File: src/design/kap_pkg.sv
// Shared types, constants and tables of the Kepler anomaly propagator.
package kap_pkg;

	localparam int ANGLE_BITS_DEF  = 32;
	localparam int NEWTON_ITER_DEF = 10;

	localparam int ECC_W = 16;
	localparam int SMA_W = 26;
	localparam int STP_W = 32;
	localparam int CFG_W = 32;
	localparam int IDX_W = 2;
	localparam int ANG_W = 32;
	localparam int RAD_W = 26;

	localparam logic [IDX_W-1:0] REG_ECC = 2'd0;
	localparam logic [IDX_W-1:0] REG_SMA = 2'd1;
	localparam logic [IDX_W-1:0] REG_STP = 2'd2;

	localparam int CORDIC_STEPS = 31;
	localparam logic [29:0] CORDIC_GAIN = 30'd652032874;
	localparam logic signed [31:0] RAD_TO_ANGLE = 32'sd683565276;

	localparam int DIV_NUM_W  = 64;
	localparam int DIV_DEN_W  = 34;
	localparam int DIV_QLONG  = 33;
	localparam int DIV_QSHORT = 26;

	localparam logic [RAD_W-1:0] RADIUS_MAX = '1;

	// operation / controller state codes
	localparam int OP_W = 4;
	localparam logic [OP_W-1:0] OP_LOAD   = 4'd0;
	localparam logic [OP_W-1:0] OP_NT_COR = 4'd1;
	localparam logic [OP_W-1:0] OP_NT_M1  = 4'd2;
	localparam logic [OP_W-1:0] OP_NT_M2  = 4'd3;
	localparam logic [OP_W-1:0] OP_NT_DIV = 4'd4;
	localparam logic [OP_W-1:0] OP_NT_UPD = 4'd5;
	localparam logic [OP_W-1:0] OP_P_COR  = 4'd6;
	localparam logic [OP_W-1:0] OP_P_SQP  = 4'd7;
	localparam logic [OP_W-1:0] OP_P_SQM  = 4'd8;
	localparam logic [OP_W-1:0] OP_P_MUL  = 4'd9;
	localparam logic [OP_W-1:0] OP_P_ATAN = 4'd10;
	localparam logic [OP_W-1:0] OP_P_COR2 = 4'd11;
	localparam logic [OP_W-1:0] OP_P_M1   = 4'd12;
	localparam logic [OP_W-1:0] OP_P_M2   = 4'd13;
	localparam logic [OP_W-1:0] OP_P_DIV  = 4'd14;
	localparam logic [OP_W-1:0] OP_OUT    = 4'd15;

	typedef struct packed {
		logic [OP_W-1:0] op;
		logic            go;
	} kap_cmd_t;

	typedef struct packed {
		logic done;
		logic nt_last;
		logic out_busy;
	} kap_status_t;

	function automatic logic [29:0] arc_of(input logic [4:0] i);
		logic [29:0] a;
		case (i)
			5'd0: a = 30'd536870912;
			5'd1: a = 30'd316933406;
			5'd2: a = 30'd167458907;
			5'd3: a = 30'd85004756;
			5'd4: a = 30'd42667331;
			5'd5: a = 30'd21354465;
			5'd6: a = 30'd10679838;
			5'd7: a = 30'd5340245;
			5'd8: a = 30'd2670163;
			5'd9: a = 30'd1335087;
			5'd10: a = 30'd667544;
			5'd11: a = 30'd333772;
			5'd12: a = 30'd166886;
			5'd13: a = 30'd83443;
			5'd14: a = 30'd41722;
			5'd15: a = 30'd20861;
			5'd16: a = 30'd10430;
			5'd17: a = 30'd5215;
			5'd18: a = 30'd2608;
			5'd19: a = 30'd1304;
			5'd20: a = 30'd652;
			5'd21: a = 30'd326;
			5'd22: a = 30'd163;
			5'd23: a = 30'd81;
			5'd24: a = 30'd41;
			5'd25: a = 30'd20;
			5'd26: a = 30'd10;
			5'd27: a = 30'd5;
			5'd28: a = 30'd3;
			5'd29: a = 30'd1;
			5'd30: a = 30'd1;
			default: a = 30'd0;
		endcase
		return a;
	endfunction

endpackage

File: src/design/kap_ctrl.sv
// Controller: sequences the Newton loop and the post-processing steps.
module kap_ctrl (
	input  logic                 clk,
	input  logic                 arst_n,
	input  logic                 s_tvalid,
	output logic                 s_tready,
	input  kap_pkg::kap_status_t status,
	output kap_pkg::kap_cmd_t    cmd
);
	import kap_pkg::*;

	logic [OP_W-1:0] state_q, state_d;
	logic            go_q, unit_op, adv;

	assign unit_op = state_q inside {OP_NT_COR, OP_NT_DIV, OP_P_COR, OP_P_SQP, OP_P_SQM,
	                                 OP_P_ATAN, OP_P_COR2, OP_P_DIV};

	always_comb begin
		case (state_q)
			OP_LOAD: cmd.go = s_tvalid;
			OP_OUT:  cmd.go = !status.out_busy;
			default: cmd.go = go_q;
		endcase
		cmd.op = state_q;
		if (state_q == OP_LOAD || state_q == OP_OUT)
			adv = cmd.go;
		else if (unit_op)
			adv = !go_q && status.done;
		else
			adv = go_q;
	end

	always_comb begin
		case (state_q)
			OP_LOAD:   state_d = OP_NT_COR;
			OP_NT_COR: state_d = OP_NT_M1;
			OP_NT_M1:  state_d = OP_NT_M2;
			OP_NT_M2:  state_d = OP_NT_DIV;
			OP_NT_DIV: state_d = OP_NT_UPD;
			OP_NT_UPD: state_d = status.nt_last ? OP_P_COR : OP_NT_COR;
			OP_P_COR:  state_d = OP_P_SQP;
			OP_P_SQP:  state_d = OP_P_SQM;
			OP_P_SQM:  state_d = OP_P_MUL;
			OP_P_MUL:  state_d = OP_P_ATAN;
			OP_P_ATAN: state_d = OP_P_COR2;
			OP_P_COR2: state_d = OP_P_M1;
			OP_P_M1:   state_d = OP_P_M2;
			OP_P_M2:   state_d = OP_P_DIV;
			OP_P_DIV:  state_d = OP_OUT;
			OP_OUT:    state_d = OP_LOAD;
			default:   state_d = OP_LOAD;
		endcase
	end

	always_ff @(posedge clk or negedge arst_n) begin
		if (!arst_n) begin
			state_q <= OP_LOAD;
			go_q    <= 1'b0;
		end else begin
			go_q <= 1'b0;
			if (adv) begin
				state_q <= state_d;
				go_q    <= 1'b1;
			end
		end
	end

	assign s_tready = (state_q == OP_LOAD);

	a_go_after_step: assert property (@(posedge clk) disable iff (!arst_n)
		adv |=> go_q)
		else $error("command strobe missing after a state step");

	a_out_to_idle: assert property (@(posedge clk) disable iff (!arst_n)
		(state_q == OP_OUT && !status.out_busy) |=> (state_q == OP_LOAD))
		else $error("controller did not return to idle after output");

	a_done_waiting: assert property (@(posedge clk) disable iff (!arst_n)
		status.done |-> (unit_op && !go_q))
		else $error("unit finished outside a waiting state");

endmodule

File: config.mk
export PLATFORM = sky130hd
export DESIGN_NAME = kap_ctrl
export DESIGN_NICKNAME = d
export VERILOG_FILES = /design/src/design/kap_pkg.sv /design/src/design/kap_ctrl.sv
export SDC_FILE = /design/constraint.sdc
export NUM_CORES = 1
export LEC_CHECK = 0
export BUFFER_PORTS_ARGS = -buffer_cell sky130_fd_sc_hd__buf_4
export CORE_AREA = 2 2 39 41
export DETAILED_ROUTE_END_ITERATION = 8
export DIE_AREA = 0 0 41 43
export PLACE_DENSITY_LB_ADDON = 0.08
export SLEW_MARGIN = 15
export SYNTH_ARGS = -nofsm -noshare
export SYNTH_HDL_FRONTEND = slang
export SYNTH_SLANG_ARGS = --single-unit
File: constraint.sdc
create_clock -name clk -period 1.7 [get_ports clk]
set_clock_uncertainty 0.15 [all_clocks]
set_input_delay 0.17 -clock clk [delete_from_list [all_inputs] [get_ports clk]]
set_output_delay 0.17 -clock clk [all_outputs]
set_load 0.02 [all_outputs]
==> results_dict.tcl, run 1 <==
set metrics [dict create \
    io_pins 12 \
    leakagePower_nw 0.306 \
    rsz0062_at_grt "true" \
    cts_tree "built" \
    violations "negative setup slack" \
    drt_iter0_markers 1 \
    status "complete, but fails checks" \
    placedCellCount 76 \
    grt_max_degree 9 \
    ys_ff_latch 5 \
    yosys.area.top_type "dfrtp_1" \
    cp-end-kind "flip-flop" \
    rows 14 \
    first_pass_iters 2 \
    layout-drive-gt1-share_pct 59.4 \
    area_delta_synth_final_pct 58.6 \
    final_net_count 76 \
    gr-total-overflow 0 \
    cp-startpoint "state_q[0]" \
    rr_startpoint "state_q[0]" \
    drtAntennaViolNets 0 \
    p_per_area_mw_per_mm2 2330 \
    die-height_um 43 \
    numPortBuffers 11 \
    postLayoutCoreUtil_pct 47.5 \
    grtUsageMet1_pct 16.0 \
    start_kind "flip-flop" \
    internal_power_mw 0.895 \
    hold_viol_final 0 \
    gr-usage-met3_pct 1.57 \
    vias_per_cell 4.71 \
    timing.rr.end "state_q[2]" \
    synthCells 43 \
    dpl_worst_slack_ns -0.163 \
    clk_latency_ns 0.23 \
    cp_slowest_stage_delay_ns 0.46 \
    peakVddDrop_v 0.00112 \
    die-area_mm2 0.00176 \
    drv_cap 0 \
    synth_common_cells "dfrtp_1, o21ai_0, nand2_1, nor2_1" \
    worstPathCellList "and4b_1 > a22o_1 > a211oi_2 > o21a_4 > mux2_4" \
    clk_pin_slew_ns 0.04 \
    path_class "reg -> reg" \
    max_freq_mhz 537 \
    total_power_mw 1.53 \
    synth_cell_type_count 28 \
    coreArea_mm2 0.00138 \
    p_switching_mw 0.633 \
    synth_top_area_share_pct 30.2 \
    wl_um 1120 \
    synth_seq_area_share_pct 30.2 \
    syn_nets 49 \
    reg2regPathDepth 5 \
    worstPathRequired_ns 1.66 \
    share_comb_of_total_power_pct 70.7 \
    setup_viol 4 \
    maxSlewViolCount 0 \
    use_met2_pct 26.9 \
    worst_slew_pin_slew_ns 0.287 \
    htree_levels 1 \
    cp_max_fo 8 \
    clock-sinks 5 \
    ys.flop_type "dfrtp_1" \
    sw_frac_of_total_pct 41.4 \
    clkPwrFrac_pct 8.7 \
    antennaDiodeCount 0 \
    synth_area_um2 414 \
    cp_data_arrival_time_ns 1.83 \
    period_share_pct 110 \
    fp.dieW_um 41 \
    gp_congestion 0.664 \
    r2r_slack_ns -0.16 \
    synth_most_common_cell "dfrtp_1" \
    num_vias 400 \
    min_path_type "in -> async" \
    synth_area_leaders "dfrtp_1, mux2_4, buf_6, o21ai_0, nand3b_1" \
    pwr-share-seq_pct 20.6 \
    async_flop_share_pct 100 \
    avgSynthCellArea_um2 9.63 \
    start_util_pct 29.9 \
    fill_cells 132 \
    grt_pass1_vias 420 \
    fin_tns_setup_ns -0.426 \
    grt_usage_pct 14.8 \
    route.detailed.drc 0 \
    wl_per_cell_um 13.1 \
    yosysWarnings 0 \
    cp-endpoint "state_q[2]" \
    antenna_found_initial 0 \
    top_usage_layer "met2" \
    grt_pass1_wl_um 1780 \
    post-route-min-period_ns 1.86 \
    synth_edf_count 0 \
    cts_root_buffer "clkbuf_4" \
    relSlewSlack_pct 80.9 \
    dpl.hpwl_um 872 \
    instances_no_fill 85 \
    clk_path_buf_depth 2 \
    numCtsBuffers 3 \
    setup_ws_ns -0.163 \
    cp_slowest_cell "dfrtp_2" \
]
flip-flops by register name, summed over array words and instances, names as in the netlist:
signal	flops
go_q	1
state_q	4
power by group through the flow:
| stage | registers [mW] | clock network, mW | logic (mW) |
|---|---|---|---|
| 4_1_cts | 0.315 | 0.139 | 1.06 |
| 5_1_grt | 0.327 | 0.152 | 1.15 |
| 2_1_floorplan | 0.318 | 0 | 0.637 |
| 3_5_place_dp | 0.323 | 0 | 0.965 |
| 3_3_place_gp | 0.314 | 0 | 0.952 |
| 6_report | 0.315 | 0.133 | 1.08 |
through the flow:
step | hold WS (ns) | instance area [µm²]
floorplan | -0.276 | 432
global placement | -0.177 | 571
detailed placement | -0.179 | 571
CTS | 0.116 | 642
global route | 0.130 | 657
finish | 0.109 | 657
critical path, delay by kind of cell, from the launching register on:
kind             cells  cell delay (ns)
multiplexers         1             0.29
AND/OR/NAND/NOR      1             0.22
flip-flops           1             0.46
AO/OA/AOI/OAI        3             0.62
final cells by class:
class,instances,area (µm²),share of cell area (%)
timing repair buffer,26,213,32.4
sequential,5,130,19.8
clock buffer,4,26.3,4.00
multi-input combinational,32,260,39.6
inverter,2,7.51,1.14
tap,16,20.0,3.05
kinds of logic (layout without fill, tap and decap cells):
kind of cell | count (synthesis) | count (layout) | synth area share (%)
DFF | 5 | 5 | 30.2
and+or+nand+nor | 18 | 18 | 28.7
muxes | 2 | 2 | 7.25
adders and majority gates | 1 | 1 | 2.42
xor gates and xnor gates | 1 | 1 | 2.12
buffers and inverters | 6 | 32 | 10.3
AOI/OAI and AO/OA | 10 | 10 | 19.0
routing by layer:
metal | share of wire [%] | vias to the layer above | wire, µm
met3 | 0.63 | 0 | 7
met4 | 0 | 0 | 0
met1 | 41 | 192 | 452
li1 | - | 205 | -
met5 | 0 | - | 0
met2 | 59 | 3 | 656
what timing repair did:
action / CTS / global route
hold buffers: 1 / 0
endpoints found under the setup margin: 4 / 5
hold endpoints to repair: 5 / 0
resized for setup: 5 / 2
pin swaps: 1 / 0
setup buffers: 3 / 1
cloned: 0 / 0
cell usage in the layout, fill, tap and decap left out, drive strengths merged:
| cell | n |
|---|---|
| nand4 | 1 |
| nor4 | 1 |
| o21a | 1 |
| a22o | 1 |
| xnor2 | 1 |
| nand3b | 2 |
| o21ai | 5 |
| clkbuf | 4 |
| and4b | 1 |
| nand4b | 1 |
| a21oi | 1 |
| inv | 2 |
| and2b | 1 |
| dlygate4sd3 | 1 |
| nor2 | 3 |
| nor3 | 1 |
| nand2 | 3 |
| dfrtp | 5 |
| nand2b | 1 |
| mux2 | 2 |
| buf | 25 |
| and3 | 1 |
| maj3 | 1 |
| a32oi | 1 |
| and3b | 1 |
| nor2b | 1 |
| a211oi | 1 |
worst min-delay path by stage:
stage                             to  slack [ns]  cells after the start
final                     state_q[3]        0.11                      2
after global routing      state_q[1]        0.13                      2
after CTS                 state_q[1]        0.12                      2
after detailed placement        go_q       -0.18                      1
after global placement          go_q       -0.18                      1
after floorplan                 go_q       -0.28                      0
Power figures use the tool's default switching activity.
==> run 2: changes to the inputs <==
Settings changed: BUFFER_PORTS_ARGS -buffer_cell sky130_fd_sc_hd__buf_4 to not set, DONT_BUFFER_PORTS set to 1.
==> results_dict.tcl, run 2 (synthesis gave the netlist of run 1 again) <==
set metrics [dict create \
    status "complete, but fails checks" \
    violations "negative setup slack" \
    grt_pass1_vias 389 \
    regMostFlops "state_q" \
    grt_pass1_wl_um 1770 \
    top_usage_layer "met2" \
    antenna_found_initial 0 \
    drv_cap 0 \
    io_pins 12 \
    cp_data_arrival_time_ns 1.80 \
    grtUsageMet1_pct 17.6 \
    final_common_cell "buf_4" \
    p_per_area_mw_per_mm2 2490 \
    layout-drive-gt1-share_pct 55.0 \
    fin_tns_setup_ns -0.419 \
    path_class "reg -> reg" \
    rr_startpoint "state_q[1]" \
    die-height_um 43 \
    area_delta_synth_final_pct 39.9 \
    cts_root_buffer "clkbuf_4" \
    grt_max_degree 9 \
    use_met2_pct 24.7 \
    setup_ws_ns -0.129 \
    sw_frac_of_total_pct 42.4 \
    clk_pin_slew_ns 0.05 \
    htree_levels 1 \
    route.detailed.drc 0 \
    wl_per_cell_um 13.5 \
    relSlewSlack_pct 82.6 \
    setup_viol 4 \
    wl_um 1030 \
    drt_iter0_markers 5 \
    largestRegisters "state_q x4, go_q x1" \
    final_net_count 67 \
    maxSlewViolCount 0 \
    dpl_worst_slack_ns -0.147 \
    final_cell_mix "buf_4, o21ai_0, dfrtp_2" \
    cp_max_fo 5 \
    min_path_type "in -> async" \
    die-area_mm2 0.00176 \
    num_vias 370 \
    vias_per_cell 4.87 \
    clkPwrFrac_pct 9.5 \
    clk_latency_ns 0.24 \
    postLayoutCoreUtil_pct 41.9 \
    internal_power_mw 0.833 \
    rows 14 \
    dpl.hpwl_um 796 \
    grt_usage_pct 14.9 \
    period_share_pct 108 \
    worstPathRequired_ns 1.67 \
    coreArea_mm2 0.00138 \
    rsz0062_at_grt "true" \
    cp-startpoint "state_q[1]" \
    start_util_pct 29.9 \
    clock-sinks 5 \
    max_freq_mhz 547 \
    leakagePower_nw 0.262 \
    largest_register_ffs 4 \
    cp-end-kind "flip-flop" \
    start_kind "flip-flop" \
    drtAntennaViolNets 0 \
    peakVddDrop_v 0.00111 \
    gr-usage-met3_pct 1.57 \
    gp_congestion 0.667 \
    hold_viol_final 0 \
    pwr-share-seq_pct 21.8 \
    fp.dieW_um 41 \
    p_switching_mw 0.612 \
    clk_path_buf_depth 2 \
    fill_cells 148 \
    share_comb_of_total_power_pct 68.8 \
    first_pass_iters 2 \
    numPortBuffers 0 \
    antennaDiodeCount 0 \
    gr-total-overflow 0 \
    worst_slew_pin_slew_ns 0.261 \
    cts_tree "built" \
    numCtsBuffers 3 \
    post-route-min-period_ns 1.83 \
]
run 2: changes by cell type in the layout (fill, tap and decap cells not counted):
cell / before / now
buf_6: 4 / 1
buf_4: 21 / 15
clkbuf_1: 1 / 0
clkinv_2: 0 / 1
run 2: power groups by stage:
stage	registers [mW]	clock network, mW	logic (mW)
after floorplan	0.318	0	0.637
final	0.315	0.137	0.994
after global routing	0.327	0.149	1.09
after global placement	0.321	0	0.859
after CTS	0.310	0.140	0.965
after detailed placement	0.328	0	0.865
run 2: stage by stage:
step           std cells  area (µm²)  power (mW)  hold slack, ns
4_1_cts               75         566        1.41          0.0786
2_1_floorplan         43         432       0.954          -0.276
3_3_place_gp          66         495        1.18          -0.275
6_report              76         579        1.44          0.0736
3_5_place_dp          66         495        1.19          -0.276
5_1_grt               76         579        1.56          0.0885
run 2: worst max-delay path, stage by stage (launching register included):
cell and delay [ns]:
dfrtp_2 0.45, and4b_1 0.23, a22o_1 0.19, a211oi_2 0.21
o21a_4 0.19, mux2_4 0.29
run 2: path summary, 6_finish.rpt:
check,depth (start not counted),end,slack (ns)
max in group asynchronous,1,state_q[1],1.10
max,5,state_q[0],-0.13
min reg2reg,2,state_q[3],0.65
min,1,go_q,0.07
min in group clk,4,state_q[1],0.16
max reg2reg,5,state_q[0],-0.13
run 2: cell type report:
cell class | instances | area [µm²] | area share, %
Tap cell | 16 | 20.0 | 3.46
Timing Repair Buffer | 17 | 134 | 23.1
Sequential cell | 5 | 130 | 22.5
Inverter | 2 | 7.51 | 1.30
Multi-Input combinational cell | 32 | 260 | 44.9
Clock inverter | 1 | 5.00 | 0.864
Clock buffer | 3 | 22.5 | 3.89
run 2: what timing repair did:
item / 4_1_cts / 5_1_grt
buffers inserted: 4 / 1
endpoints found under the hold margin: 5 / 0
setup endpoints to repair: 4 / 4
pin swaps: 2 / 0
resized for setup: 2 / 2
hold buffers: 1 / 0
run 2: layer usage:
metal	wire length, µm	vias up
met5	0	-
met4	12	0
met3	12	2
met2	579	5
met1	423	175
li1	-	188
